<file path="config.mk">
export PLATFORM = sky130hd
export DESIGN_NAME = port_rule_filter_table
export DESIGN_NICKNAME = d
export VERILOG_FILES = /design/src/rtl/prft_pkg.sv /design/src/rtl/prft_front.sv /design/src/rtl/prft_queue.sv /design/src/rtl/prft_back.sv /design/src/rtl/port_rule_filter_table.sv
export SDC_FILE = /design/constraint.sdc
export NUM_CORES = 1
export LEC_CHECK = 0
export ABC_AREA = 1
export BUFFER_PORTS_ARGS = -buffer_cell sky130_fd_sc_hd__buf_2
export CAP_MARGIN = 20
export CORE_ASPECT_RATIO = 1.4
export CORE_UTILIZATION = 55
export CTS_BUF_LIST = sky130_fd_sc_hd__clkbuf_2 sky130_fd_sc_hd__clkbuf_4 sky130_fd_sc_hd__clkbuf_8
export DETAILED_ROUTE_END_ITERATION = 16
export PLACE_DENSITY = 0.71
export SLEW_MARGIN = 40
export SYNTH_ARGS = -nofsm -noshare
export SYNTH_HDL_FRONTEND = slang
export SYNTH_SLANG_ARGS = --single-unit
</file>
<file path="constraint.sdc">
create_clock -name clk -period 3.9 [get_ports clk]
set_clock_uncertainty 0.15 [all_clocks]
set_input_delay 0.78 -clock clk [delete_from_list [all_inputs] [get_ports clk]]
set_output_delay 0.78 -clock clk [all_outputs]
set_load 0.02 [all_outputs]
</file>
<file path="src/rtl/prft_pkg.sv">
// Shared constants, codes and the queue word type of the port rule filter.
package prft_pkg;

  localparam int PORT_W  = 16;
  localparam int PROTO_W = 2;
  localparam int OP_W    = 2;
  localparam int STAT_W  = 2;
  localparam int MASK_W  = 16;

  localparam int RULE_SLOTS_DEF       = 16;
  localparam int BUILTIN_SERVICES_DEF = 16;
  localparam int BUILTIN_MAX          = 16;

  // Queue between classifier and rule engine
  localparam int QDEPTH = 2;
  localparam int QPTR_W = $clog2(QDEPTH);
  localparam int QCNT_W = $clog2(QDEPTH + 1);

  localparam logic [OP_W-1:0] OP_CHECK  = 2'd0;
  localparam logic [OP_W-1:0] OP_ADD    = 2'd1;
  localparam logic [OP_W-1:0] OP_REMOVE = 2'd2;

  localparam logic [PROTO_W-1:0] PR_TCP  = 2'd0;
  localparam logic [PROTO_W-1:0] PR_UDP  = 2'd1;
  localparam logic [PROTO_W-1:0] PR_BOTH = 2'd2;

  localparam logic [STAT_W-1:0] ST_OK        = 2'd0;
  localparam logic [STAT_W-1:0] ST_PORT_ZERO = 2'd1;
  localparam logic [STAT_W-1:0] ST_FULL      = 2'd2;
  localparam logic [STAT_W-1:0] ST_NO_MATCH  = 2'd3;

  // Built-in services, entry i blocked by mask bit i
  localparam logic [PORT_W-1:0] SVC_PORT [BUILTIN_MAX] = '{
    16'd80, 16'd443, 16'd53, 16'd22, 16'd21, 16'd20, 16'd25, 16'd465,
    16'd110, 16'd143, 16'd993, 16'd3389, 16'd123, 16'd23, 16'd1883, 16'd8883
  };
  localparam logic [PROTO_W-1:0] SVC_PROTO [BUILTIN_MAX] = '{
    PR_TCP, PR_TCP, PR_UDP, PR_TCP, PR_TCP, PR_TCP, PR_TCP, PR_TCP,
    PR_TCP, PR_TCP, PR_TCP, PR_TCP, PR_UDP, PR_TCP, PR_TCP, PR_TCP
  };

  // Classified word handed from front to back
  typedef struct packed {
    logic [OP_W-1:0]    op;
    logic [PORT_W-1:0]  port;
    logic [PROTO_W-1:0] proto;
    logic               block_flag;
    logic               port_zero;
    logic               builtin_allow;
  } prft_item_t;

endpackage

</file>
<file path="src/rtl/prft_front.sv">
// Front end: classify an incoming word against the built-in service list.
module prft_front #(
  parameter int BUILTIN_SERVICES = prft_pkg::BUILTIN_SERVICES_DEF
) (
  input  logic [prft_pkg::OP_W-1:0]    in_operation,
  input  logic [prft_pkg::PORT_W-1:0]  in_port,
  input  logic [prft_pkg::PROTO_W-1:0] in_proto,
  input  logic                         in_block_flag,
  input  logic [prft_pkg::MASK_W-1:0]  builtin_mask,
  output prft_pkg::prft_item_t         item
);
  import prft_pkg::*;

  logic [BUILTIN_SERVICES-1:0] svc_hit;
  logic [BUILTIN_SERVICES-1:0] svc_first;

  always_comb begin
    for (int i = 0; i < BUILTIN_SERVICES; i++) begin
      svc_hit[i] = (in_port == SVC_PORT[i]) &&
                   ((SVC_PROTO[i] == PR_BOTH) || (SVC_PROTO[i] == in_proto));
    end
  end

  // lowest matching entry wins
  assign svc_first = svc_hit & (-svc_hit);

  always_comb begin
    item.op            = in_operation;
    item.port          = in_port;
    item.proto         = in_proto;
    item.block_flag    = in_block_flag;
    item.port_zero     = (in_port == '0);
    item.builtin_allow = ~(|(svc_first & builtin_mask[BUILTIN_SERVICES-1:0]));
  end

endmodule

</file>
<file path="src/rtl/prft_queue.sv">
// Short word queue between the classifier and the rule engine.
module prft_queue (
  input  logic                 clk,
  input  logic                 rst_n,
  input  logic                 push,
  input  prft_pkg::prft_item_t push_item,
  output logic                 full,
  input  logic                 pop,
  output logic                 not_empty,
  output prft_pkg::prft_item_t pop_item
);
  import prft_pkg::*;

  prft_item_t              entries_r [QDEPTH];
  logic [QPTR_W-1:0]       wr_ptr_r, wr_ptr_nxt;
  logic [QPTR_W-1:0]       rd_ptr_r, rd_ptr_nxt;
  logic [QCNT_W-1:0]       count_r, count_nxt;

  assign full      = (count_r == QCNT_W'(QDEPTH));
  assign not_empty = (count_r != '0);
  assign pop_item  = entries_r[rd_ptr_r];

  always_comb begin
    wr_ptr_nxt = wr_ptr_r;
    rd_ptr_nxt = rd_ptr_r;
    count_nxt  = count_r;
    if (push) begin
      wr_ptr_nxt = (wr_ptr_r == QPTR_W'(QDEPTH - 1)) ? '0 : wr_ptr_r + 1'b1;
    end
    if (pop) begin
      rd_ptr_nxt = (rd_ptr_r == QPTR_W'(QDEPTH - 1)) ? '0 : rd_ptr_r + 1'b1;
    end
    if (push && !pop) begin
      count_nxt = count_r + 1'b1;
    end else if (pop && !push) begin
      count_nxt = count_r - 1'b1;
    end
  end

  always_ff @(posedge clk) begin
    if (!rst_n) begin
      wr_ptr_r <= '0;
      rd_ptr_r <= '0;
      count_r  <= '0;
    end else begin
      wr_ptr_r <= wr_ptr_nxt;
      rd_ptr_r <= rd_ptr_nxt;
      count_r  <= count_nxt;
    end
  end

  always_ff @(posedge clk) begin
    if (push) begin
      entries_r[wr_ptr_r] <= push_item;
    end
  end

endmodule

</file>
<file path="src/rtl/prft_back.sv">
// Back end: rule table, parallel slot compare and the result register.
module prft_back #(
  parameter int RULE_SLOTS = prft_pkg::RULE_SLOTS_DEF
) (
  input  logic                        clk,
  input  logic                        rst_n,
  input  logic                        q_valid,
  input  prft_pkg::prft_item_t        q_item,
  output logic                        q_pop,
  output logic                        out_valid,
  input  logic                        out_ready,
  output logic                        out_allowed,
  output logic [prft_pkg::STAT_W-1:0] out_status
);
  import prft_pkg::*;

  logic [RULE_SLOTS-1:0] active_r;
  logic [RULE_SLOTS-1:0] blk_r;
  logic [PORT_W-1:0]     port_r  [RULE_SLOTS];
  logic [PROTO_W-1:0]    proto_r [RULE_SLOTS];

  logic [RULE_SLOTS-1:0] chk_hit, chk_first;
  logic [RULE_SLOTS-1:0] cmp_hit, cmp_first;
  logic [RULE_SLOTS-1:0] free_vec, free_first;
  logic [RULE_SLOTS-1:0] wr_sel, clr_sel;

  logic              out_valid_r, out_valid_nxt;
  logic              out_allowed_r, out_allowed_nxt;
  logic [STAT_W-1:0] out_status_r, out_status_nxt;

  assign q_pop = q_valid && (!out_valid_r || out_ready);

  always_comb begin
    for (int i = 0; i < RULE_SLOTS; i++) begin
      chk_hit[i] = active_r[i] && (port_r[i] == q_item.port) &&
                   ((proto_r[i] == PR_BOTH) || (proto_r[i] == q_item.proto));
      cmp_hit[i] = active_r[i] && (port_r[i] == q_item.port) &&
                   ((proto_r[i] == q_item.proto) || (q_item.proto == PR_BOTH) ||
                    (proto_r[i] == PR_BOTH));
    end
  end

  assign free_vec   = ~active_r;
  assign chk_first  = chk_hit & (-chk_hit);
  assign cmp_first  = cmp_hit & (-cmp_hit);
  assign free_first = free_vec & (-free_vec);

  always_comb begin
    wr_sel          = '0;
    clr_sel         = '0;
    out_allowed_nxt = 1'b0;
    out_status_nxt  = ST_OK;
    unique case (q_item.op)
      OP_CHECK: begin
        out_allowed_nxt = (|chk_hit) ? ~(|(chk_first & blk_r)) : q_item.builtin_allow;
      end
      OP_ADD: begin
        if (q_item.port_zero) begin
          out_status_nxt = ST_PORT_ZERO;
        end else if (|cmp_hit) begin
          wr_sel = cmp_first;
        end else if (|free_vec) begin
          wr_sel = free_first;
        end else begin
          out_status_nxt = ST_FULL;
        end
      end
      OP_REMOVE: begin
        if (|cmp_hit) begin
          clr_sel = cmp_first;
        end else begin
          out_status_nxt = ST_NO_MATCH;
        end
      end
      default: begin
        out_allowed_nxt = 1'b0;
      end
    endcase
    if (!q_pop) begin
      wr_sel  = '0;
      clr_sel = '0;
    end
  end

  always_comb begin
    out_valid_nxt = out_valid_r;
    if (q_pop) begin
      out_valid_nxt = 1'b1;
    end else if (out_ready) begin
      out_valid_nxt = 1'b0;
    end
  end

  always_ff @(posedge clk) begin
    if (!rst_n) begin
      active_r    <= '0;
      out_valid_r <= 1'b0;
    end else begin
      active_r    <= (active_r | wr_sel) & ~clr_sel;
      out_valid_r <= out_valid_nxt;
    end
  end

  always_ff @(posedge clk) begin
    for (int i = 0; i < RULE_SLOTS; i++) begin
      if (wr_sel[i]) begin
        port_r[i]  <= q_item.port;
        proto_r[i] <= q_item.proto;
        blk_r[i]   <= q_item.block_flag;
      end
    end
    if (q_pop) begin
      out_allowed_r <= out_allowed_nxt;
      out_status_r  <= out_status_nxt;
    end
  end

  assign out_valid   = out_valid_r;
  assign out_allowed = out_allowed_r;
  assign out_status  = out_status_r;

endmodule

</file>
<file path="src/rtl/port_rule_filter_table.sv">
// Top level of the destination-port rule filter.
//
// Usage:
//   Input channel (in_valid/in_ready) carries one word: operation (check,
//   add/update rule, remove rule), port, proto and block_flag. Output channel
//   (out_valid/out_ready) returns one word per input: allowed and status.
//   cfg_wr_en/cfg_wr_data write the 16-bit built-in block mask; write it
//   only while no word is in flight.
// Path: an accepted word is written into the queue, popped by the rule
//   engine once the output register is free or being taken, and its result registered there.
// Throughput: one word per cycle sustained while out_ready is high. The rule
//   engine compares every slot in parallel and updates the table in the same
//   cycle, so each word sees the table exactly as the previous one left it.
// Reset: synchronous, active low; all rule slots go inactive, the mask
//   clears, queue and output register empty.
// Stall: when out_ready is low the result holds in the output register and
//   the two-entry queue keeps taking words until it fills, then in_ready
//   drops.
module port_rule_filter_table #(
  parameter int RULE_SLOTS       = prft_pkg::RULE_SLOTS_DEF,
  parameter int BUILTIN_SERVICES = prft_pkg::BUILTIN_SERVICES_DEF
) (
  input  logic                         clk,
  input  logic                         rst_n,
  input  logic                         in_valid,
  output logic                         in_ready,
  input  logic [prft_pkg::OP_W-1:0]    in_operation,
  input  logic [prft_pkg::PORT_W-1:0]  in_port,
  input  logic [prft_pkg::PROTO_W-1:0] in_proto,
  input  logic                         in_block_flag,
  output logic                         out_valid,
  input  logic                         out_ready,
  output logic                         out_allowed,
  output logic [prft_pkg::STAT_W-1:0]  out_status,
  input  logic                         cfg_wr_en,
  input  logic [prft_pkg::MASK_W-1:0]  cfg_wr_data
);
  import prft_pkg::*;

  logic [MASK_W-1:0] mask_r;
  prft_item_t        front_item;
  prft_item_t        q_item;
  logic              q_full;
  logic              q_valid;
  logic              q_pop;
  logic              push;

  // Built-in block mask register
  always_ff @(posedge clk) begin
    if (!rst_n) begin
      mask_r <= '0;
    end else if (cfg_wr_en) begin
      mask_r <= cfg_wr_data;
    end
  end

  // Accept whenever the queue has room
  assign in_ready = ~q_full;
  assign push     = in_valid && in_ready;

  // Classify: decode and resolve the built-in service verdict up front
  prft_front #(
    .BUILTIN_SERVICES (BUILTIN_SERVICES)
  ) u_front (
    .in_operation  (in_operation),
    .in_port       (in_port),
    .in_proto      (in_proto),
    .in_block_flag (in_block_flag),
    .builtin_mask  (mask_r),
    .item          (front_item)
  );

  // Decouple front from back
  prft_queue u_queue (
    .clk       (clk),
    .rst_n     (rst_n),
    .push      (push),
    .push_item (front_item),
    .full      (q_full),
    .pop       (q_pop),
    .not_empty (q_valid),
    .pop_item  (q_item)
  );

  // Execute against the rule table and hold the result for the receiver
  prft_back #(
    .RULE_SLOTS (RULE_SLOTS)
  ) u_back (
    .clk         (clk),
    .rst_n       (rst_n),
    .q_valid     (q_valid),
    .q_item      (q_item),
    .q_pop       (q_pop),
    .out_valid   (out_valid),
    .out_ready   (out_ready),
    .out_allowed (out_allowed),
    .out_status  (out_status)
  );

endmodule
</file>
# ---- After elaboration in Yosys (flattened, before gate mapping)
# Memory sizes are Yosys's and may differ from the RTL's. A register that Yosys moved wholly into a read port is not among the register bits.
# Cells that the tools add are included.
dict set report word_totals {
  ff_bits 56
  ram_bits 334
  out_inout_bits 5
  wordCells 424
  n_memories 3
}
dict set report classes {
  n_addsub 8
  eq_ne 69
  n_mux 146
  n_bitwise 13
  n_reduce_logical 161
}
# memory depth width rd rd_clocked_by_memory_dff wr line
set mem_list {}
lappend mem_list {u_back.port_r 16 16 16 0 1 prft_back.sv:19} ;# logic [PORT_W-1:0] port_r [RULE_SLOTS];
lappend mem_list {u_queue.entries_r 2 23 1 1 1 prft_queue.sv:14} ;# prft_item_t entries_r [QDEPTH];
lappend mem_list {u_back.proto_r 16 2 16 0 1 prft_back.sv:20} ;# logic [PROTO_W-1:0] proto_r [RULE_SLOTS];
# operator count
set ops {}
lappend ops {{$mux W16} 23}
lappend ops {{$reduce_or A16 Y1} 20}
lappend ops {{$eq A16 B16 Y1} 16}
lappend ops {{$mux W4} 30}
lappend ops {{$and A16 B16 Y16} 7}
lappend ops {{$eq A16 B5 Y1 const B} 5}
lappend ops {{$mux W1} 71}
lappend ops {{$logic_and A1 B1 Y1} 68}
lappend ops {{$neg A16 Y16} 4}
lappend ops {{$logic_or A1 B1 Y1} 49}
lappend ops {{$eq A16 B7 Y1 const B} 3}
lappend ops {{$mux W2} 21}
lappend ops {{$eq A2 B2 Y1 const B} 19}
lappend ops {{$eq A16 B9 Y1 const B} 2}
lappend ops {{$eq A2 B2 Y1} 16}
lappend ops {{$not A16 Y16} 2}
lappend ops {{$reduce_or A2 Y1} 15}
lappend ops {{$eq A16 B10 Y1 const B} 1}
lappend ops {{$eq A16 B11 Y1 const B} 1}
lappend ops {{$eq A16 B12 Y1 const B} 1}
lappend ops {{$eq A16 B14 Y1 const B} 1}
lappend ops {{$eq A16 B6 Y1 const B} 1}
lappend ops {{$eq A16 B8 Y1 const B} 1}
lappend ops {{$logic_not A16 Y1} 1}
lappend ops {{11 further kinds} 19}

# ---- Depth between registers and ports, before layout
# Gate-level depths: netlist of run 1.
dict set report logic_depth {
  depth_word 28
  mapped_depth 23
  ltp_nobuf 19
}

# ---- Cells and area by module
# Synthesis of run 1 repeated with hierarchy kept, for this count alone.
dict set report unflattened {
  hier_cells 1970
  area_unflattened_um2 19242.2
}
# module instances cells_each area_each_um2
set by_module_without_submodules {}
lappend by_module_without_submodules {prft_back 1 1624 15927.8}
lappend by_module_without_submodules {prft_queue 1 106 1890.6}
lappend by_module_without_submodules {prft_front 1 136 738.2}
lappend by_module_without_submodules {port_rule_filter_table 1 104 685.7}

# ---- Worst setup path before layout of run 1
# OpenSTA, ideal clock, no wires.
dict set report synth_timing {
  kind {flip-flop to flip-flop}
  start {reg (tool-made name)}
  end {reg u_back.blk_r[14], enable pin}
  setup_ps 374
  arrival_ps 2745
  required_time_ps 3376
  setup_slack_ps 631
  stages_incl_launch_ff 19
  n_path_buf 3
  synth_period_minus_slack_ps 3269
  cell_sequence {dfxtp_1 > buf_6 > buf_2 > o21ai_1 > nand2_1 > nand2_1 > nor2_1 > nand2_1 > nor2_1 > nand3_1 > nor2_1 > nor2_2 > nand3_2 > nor2_4 > buf_4 > nand4_1 > nand2_1 > nand2_1 > inv_1}
}
# element line
set synth_lines {}
lappend synth_lines {{end signal: indexed assignment} prft_back.sv:109} ;# blk_r[i] <= q_item.block_flag;
lappend synth_lines {{end: declaration} prft_back.sv:18} ;# logic [RULE_SLOTS-1:0] blk_r;

==> metrics.csv, run 1 <==
metric;value;unit
status;finished clean;
cp_data_arrival_time;3890;ps
crit_required;4120;ps
finalSetupViolations;0;
rsz0062_at_grt;no;
antenna_found_initial;2;
hold_path.class;in -> reg;
post_route_cells_drive_above_1_share;0.1236;
crit_path_start_kind;flip-flop;
cts_sinks;391;
root_buffer;clkbuf_8;
ys_types;46;
endpoint_kind;flip-flop;
insertion_delay;630;ps
ant_nets;0;
io_pins;47;
grt_pass1_vias;15240;
worst_slew_pin_slew;746.1;ps
dr.pass1.iters;5;
finalHoldViolCount;0;
synth.area.top_cells;edfxtp_1 54%, nand2_1 14%, inv_1 5.9%;
wirelength;53.41;mm
ys_async_sr_fraction;0;
synth_edf_count;353;
p_per_area;572.2;nW/um^2
maxSlewViolCount;0;
ys_seq_area_frac;0.5791;
drt_iter0_markers;1227;
synth_nets;2262;
place.gp.congestion;0.9100;
io_buffer_count;46;
drc;0;
die_w;161.6;um
cts_hold_buf;0;
max_slew_margin;0.4980;
hold_ws;190.6;ps
place_area;20720;sq um
start_util;0.5594;
syn_inst;2216;
peakVddDrop;0.4379;mV
period_minus_slack;3667;ps
ys_ff_latch;391;
grt_pass1_wl;81.50;mm
clock_path_buffers;3;
synth_top_area_cell;edfxtp_1;
rows;81;
fp.dieH;225.5;um
fin_crit_sh;0.9402;
final_area;22150;sq um
dpl.cell_count;2725;
hpwl;38.00;mm
dieArea;36440;sq um
viasPerCell;5.397;
cts_tree;yes;
wl_per_cell;18.78;um
clk_pin_slew;60;ps
syn_avg_cell_area;8.853;sq um
numCtsBuffers;57;
grt_use_total;0.3008;
stdcell_count;2844;
utilization;0.6315;
synth_ff_type;edfxtp_1;
syn_to_final_growth;12.88;%
crit_type;reg -> reg;
nNetsFinal;2387;
cts_max_level;2;
cap_viol_max_count;0;
via_count;15350;
leakage;9.648;nW
yosysWarnings;0;
synth_top_area_frac;0.5403;
syn_area;19620;sq um
crit_fanout;34;
gr-total-overflow;0;
fmax;272.7;MHz
finalSetupTns;0;ps
core_area;35070;sq um
grt_max_degree;41;
==> cell usage after synthesis (all sizes together) (2+ instances only) <==
master	n
or2	26
nor4	4
ha	4
dfxtp	38
nor2	245
xnor2	25
buf	49
clkinv	5
nand3	86
o21bai	2
nand3b	4
nor3	21
xor2	44
nand4	53
edfxtp	353
inv	312
o21ai	134
a21oi	31
o211ai	7
nand2	758
clkbuf	7
==> registers in the layout, summed over array words and instances, names as in the netlist, named ones only <==
register            cells
mask_r                 16
u_back.out_status       2
u_back.out_valid        1
u_queue.count_r         2
u_back.active_r        16
u_queue.rd_ptr_r        1
u_queue.entries_r      46
u_queue.wr_ptr_r        1
u_back.port_r         256
u_back.blk_r           16
u_back.proto_r         32
u_back.out_allowed      1
==> worst paths after layout <==
path / start / to / slack [ps] / cells past startpoint
worst max-delay path: flip-flop / u_back.port_r[1][124] / 230 / 20
worst min-delay path: in_operation[0] / u_queue.entries_r[0][21] / 190 / 1
worst max register to register: flip-flop / u_back.port_r[1][124] / 230 / 20
worst min register to register: u_queue.rd_ptr_r / u_queue.rd_ptr_r / 320 / 1
==> critical path, stage by stage (launching register included) <==
cell        delay (ps)
dfxtp_1            360
inv_4              290
nand2_1            160
nand2_2            180
buf_12             190
o21ai_0             90
nor2_1             100
nand2_1             70
nor2_1             350
nand4_1            210
nand2_2            160
clkinv_1            90
nand3_2             90
nor2_4              40
buf_12             150
buf_4              140
nand3_1             90
nand2_1             60
nand2_1            120
clkinvlp_4         120
buf_12             160
==> metrics by stage <==
stage                     total power, W  setup slack, ps
final                            0.01267            233.4
after detailed placement        0.009487           -15.68
after global routing             0.01330            6.688
after CTS                        0.01270            17.56
after global placement          0.009358            91.09
after floorplan                 0.007837            631.0
==> repair_timing <==
item	in CTS	in global routing
setup buffers	0	13
pin swaps	0	1
gates resized for setup	9	4
endpoints found under the setup margin	165	303
==> cells in the final DEF, fill, tap and decap left out, drive strengths merged, types with 21 or more instances in the layout <==
cell and n:
xnor2 25, o21ai 134, a21oi 31, nand3 86, xor2 44, buf 122, nand4 53, nor3 21
nand2 758, dfxtp 38, inv 301, clkinv 24, clkbuf 82, or2 26, nor2 245, edfxtp 353
==> layout make-up <==
class	count	area [sq um]
diodes	2	5.005
multi-input cells	1452	6651
inverters	317	1234
well taps	456	570.5
flip-flops and latches	391	11360
clock inverters	22	125.1
clock buffers	82	997.2
fillers	2960	12920
repair buffers	122	1201
==> power breakdown <==
part,internal [W],switching [W],total [W]
Clock,0.00170,0.00154,0.00325
Combinational,0.00130,0.00292,0.00422
Sequential,0.00514,0.0000712,0.00521
Total,0.00814,0.00453,0.0127
==> cell families (layout without fill, tap and decap cells) <==
logic type | Yosys count | in the layout | share of synthesized area
simple gates | 1199 | 1199 | 0.2561
flops | 391 | 391 | 0.5791
buf+inv | 373 | 543 | 0.08234
compound gates | 179 | 179 | 0.04854
xor+xnor | 69 | 69 | 0.03081
fa+ha+maj | 4 | 4 | 0.002551
mux | 1 | 1 | 0.0005740
other cells | 0 | 2 | 0
==> metal layers <==
layer / routed length (um) / track usage / vias up
met4: 3897 / 0.2012 / 0
met2: 27370 / 0.5503 / 550
met5: 0 / 0 / -
li1: - / - / 7380
met1: 19510 / 0.3231 / 7218
met3: 2635 / 0.03791 / 202
Note: power is estimated with default switching activity, not from simulation.
==> inputs of run 2 (changes only) <==
Clock period 3.9 ns to 3.4 ns, I/O delays scaled along.
==> run 2 against run 1 <==
Via count increased by 5.0%. Critical path depth fell by 3. Global-route usage rose by 1.8 points. Sequential cell count unchanged. Critical path type unchanged. Largest cell class unchanged.
==> metrics.csv, run 2 (synthesis gave the netlist of run 1 again) <==
metric;value;unit;change
worstReg2RegEnd;u_back.out_status[0];;was u_back.port_r[1][124]
viasPerCell;5.525;;was 5.397
grt_max_degree;38;;was 41
io_pins;47;;unchanged
cts_sinks;391;;unchanged
switching_share;0.3637;;was 0.3576
grt_pass1_vias;15739;;was 15240
finalPower;0.01551;W;was 0.01267 W
crit_path_start_kind;flip-flop;;unchanged
cts_max_level;2;;unchanged
hold_path.class;in -> reg;;unchanged
p_int;0.009869;W;was 0.008140 W
wl_per_cell;20.10;um;was 18.78 um
period_minus_slack;3335;ps;was 3667 ps
numCtsBuffers;59;;was 57
ant_nets;0;;unchanged
clk_pin_slew;60;ps;about the same
max_slew_margin;0.5193;;was 0.4980
fp.dieH;225.5;um;unchanged
grt_pass1_wl;86.09;mm;was 81.50 mm
drc;0;;unchanged
drt_iter0_markers;1580;;was 1227
cts_tree;yes;;unchanged
rows;81;;unchanged
worst_slew_pin_slew;721.0;ps;was 746.1 ps
endpoint_kind;flip-flop;;unchanged
crit_fanout;20;;was 34
top_register;u_back.port_r;;unchanged
dieArea;36440;sq um;unchanged
finalHoldViolCount;0;;unchanged
leakage;10.22;nW;was 9.648 nW
place.gp.congestion;0.9324;;was 0.9100
finalSetupViolations;0;;unchanged
rr_worst_depth;17;;was 20
grt_use_total;0.3192;;was 0.3008
layout_commonest_cell;nand2_1;;unchanged
peakVddDrop;0.4938;mV;was 0.4379 mV
reg2reg_slack;60;ps;was 230 ps
io_buffer_count;46;;unchanged
post_route_cells_drive_above_1_share;0.1663;;was 0.1236
utilization;0.6606;;was 0.6315
nNetsFinal;2461;;was 2387
die_w;161.6;um;unchanged
n_fill_cell;2833;;was 2960
wirelength;58.63;mm;was 53.41 mm
antenna_found_initial;2;;unchanged
hold_path_depth;1;;unchanged
root_buffer;clkbuf_8;;unchanged
layout_common_cells;723 x nand2_1, 353 x edfxtp_1, 307 x inv_1;;was 731 x nand2_1, 353 x edfxtp_1, 297 x inv_1
via_count;16115;;was 15350
fmax;299.8;MHz;was 272.7 MHz
crit_required;3620;ps;was 4120 ps
power_switching;0.005640;W;was 0.004531 W
place_area;21400;sq um;was 20720 sq um
hp-start;in_block_flag;;was in_operation[0]
insertion_delay;630;ps;about the same
core_area;35070;sq um;unchanged
hpwl;40.54;mm;was 38.00 mm
top_regs;u_back.port_r: 256 flops, u_queue.entries_r: 46 flops, u_back.proto_r: 32 flops;;unchanged
crit_type;reg -> reg;;unchanged
cp_data_arrival_time;3550;ps;was 3890 ps
cap_viol_max_count;0;;unchanged
maxSlewViolCount;0;;unchanged
status;finished clean;;unchanged
start_util;0.5594;;unchanged
clock_path_buffers;3;;unchanged
gr-total-overflow;0;;unchanged
p_seq_frac;0.386;;was 0.411
dr.pass1.iters;8;;was 5
regArea;11360;sq um;about the same
final_area;23170;sq um;was 22150 sq um
p_per_area;669.5;nW/um^2;was 572.2 nW/um^2
combinationalPowerShare;0.365;;was 0.333
multi_input_area;6910;sq um;was 6651 sq um
largest_reg_flops;256;;unchanged
min_to;u_queue.entries_r[0][2];;was u_queue.entries_r[0][21]
syn_to_final_growth;18.09;%;was 12.88%
fin_crit_sh;0.9810;;was 0.9402
pwr-share-clk;0.249;;was 0.256
-- run 2: cell count changes in the layout (fill, tap and decap cells not counted), moves of 7 or more --
| cell | before | now |
|---|---|---|
| nor2_1 | 236 | 209 |
| buf_4 | 44 | 91 |
| inv_1 | 297 | 307 |
| clkinvlp_4 | 13 | 2 |
| nor2_4 | 4 | 11 |
| nand2_1 | 731 | 723 |
| buf_12 | 32 | 46 |
| nor2_2 | 5 | 27 |
-- run 2: final cells by class --
| type | instances | share of cell area |
|---|---|---|
| Clock inverter | 13 | 0.002701 |
| Antenna cell | 2 | 0.0002160 |
| Sequential cell | 391 | 0.4906 |
| Timing Repair Buffer | 190 | 0.08366 |
| Multi-Input combinational cell | 1455 | 0.2983 |
| Timing Repair inverter | 1 | 0.0003781 |
| Tap cell | 456 | 0.02463 |
| Clock buffer | 92 | 0.04764 |
| Inverter | 317 | 0.05190 |
-- run 2: worst max-delay path by stage --
stage                         start                   end  slack (ps)
after global routing      flip-flop  u_back.port_r[1][82]        -140
final                     flip-flop  u_back.out_status[0]          60
after detailed placement  flip-flop  u_back.port_r[1][27]        -160
after CTS                 flip-flop  u_back.port_r[1][59]           8
after floorplan           flip-flop      u_back.blk_r[14]         130
after global placement    flip-flop  u_back.port_r[1][72]        -110
-- run 2: layer usage --
metal | track usage | wire length, um
met1 | 0.3377 | 20110
met2 | 0.5745 | 29500
met3 | 0.04233 | 4249
met4 | 0.2435 | 4773
met5 | 0 | 0
-- run 2: what timing repair did --
action	CTS	global route
endpoints found under the setup margin	305	315
pin swaps	6	12
setup buffers	5	17
hold buffers	0	0
gates resized for setup	14	64
gates cloned	2	4
-- run 2: per-stage QoR --
stage	setup TNS [ps]	worst slack, ps	instances	hold WS, ps
final	0	64.67	2917	101.8
after global routing	-12960	-135.0	2917	93.16
after CTS	0	7.616	2894	76.90
after detailed placement	-39900	-156.5	2782	310.3
after global placement	-25750	-107.1	2782	286.4
after floorplan	0	131.0	2216	275.7
-- run 2: power by group through the flow --
| stage | Sequential (W) | Clock (W) | Combinational [W] |
|---|---|---|---|
| after CTS | 0.00597 | 0.00389 | 0.00520 |
| after detailed placement | 0.00607 | 0 | 0.00515 |
| after global routing | 0.00600 | 0.00409 | 0.00609 |
| after global placement | 0.00607 | 0 | 0.00502 |
| final | 0.00599 | 0.00386 | 0.00566 |
| after floorplan | 0.00608 | 0 | 0.00291 |
-- run 2: critical path, stage by stage, from the launching register on --
cell	delay, ps
dfxtp_4	450
buf_12	180
nand2_1	80
nand2_1	110
buf_12	190
buf_12	170
o21ai_0	130
nor2_1	130
nand2_1	100
nor2_4	150
nand4_1	230
o21ai_4	220
nor2_4	60
buf_2	180
buf_4	140
buf_4	120
nand4_1	130
o21ai_1	110
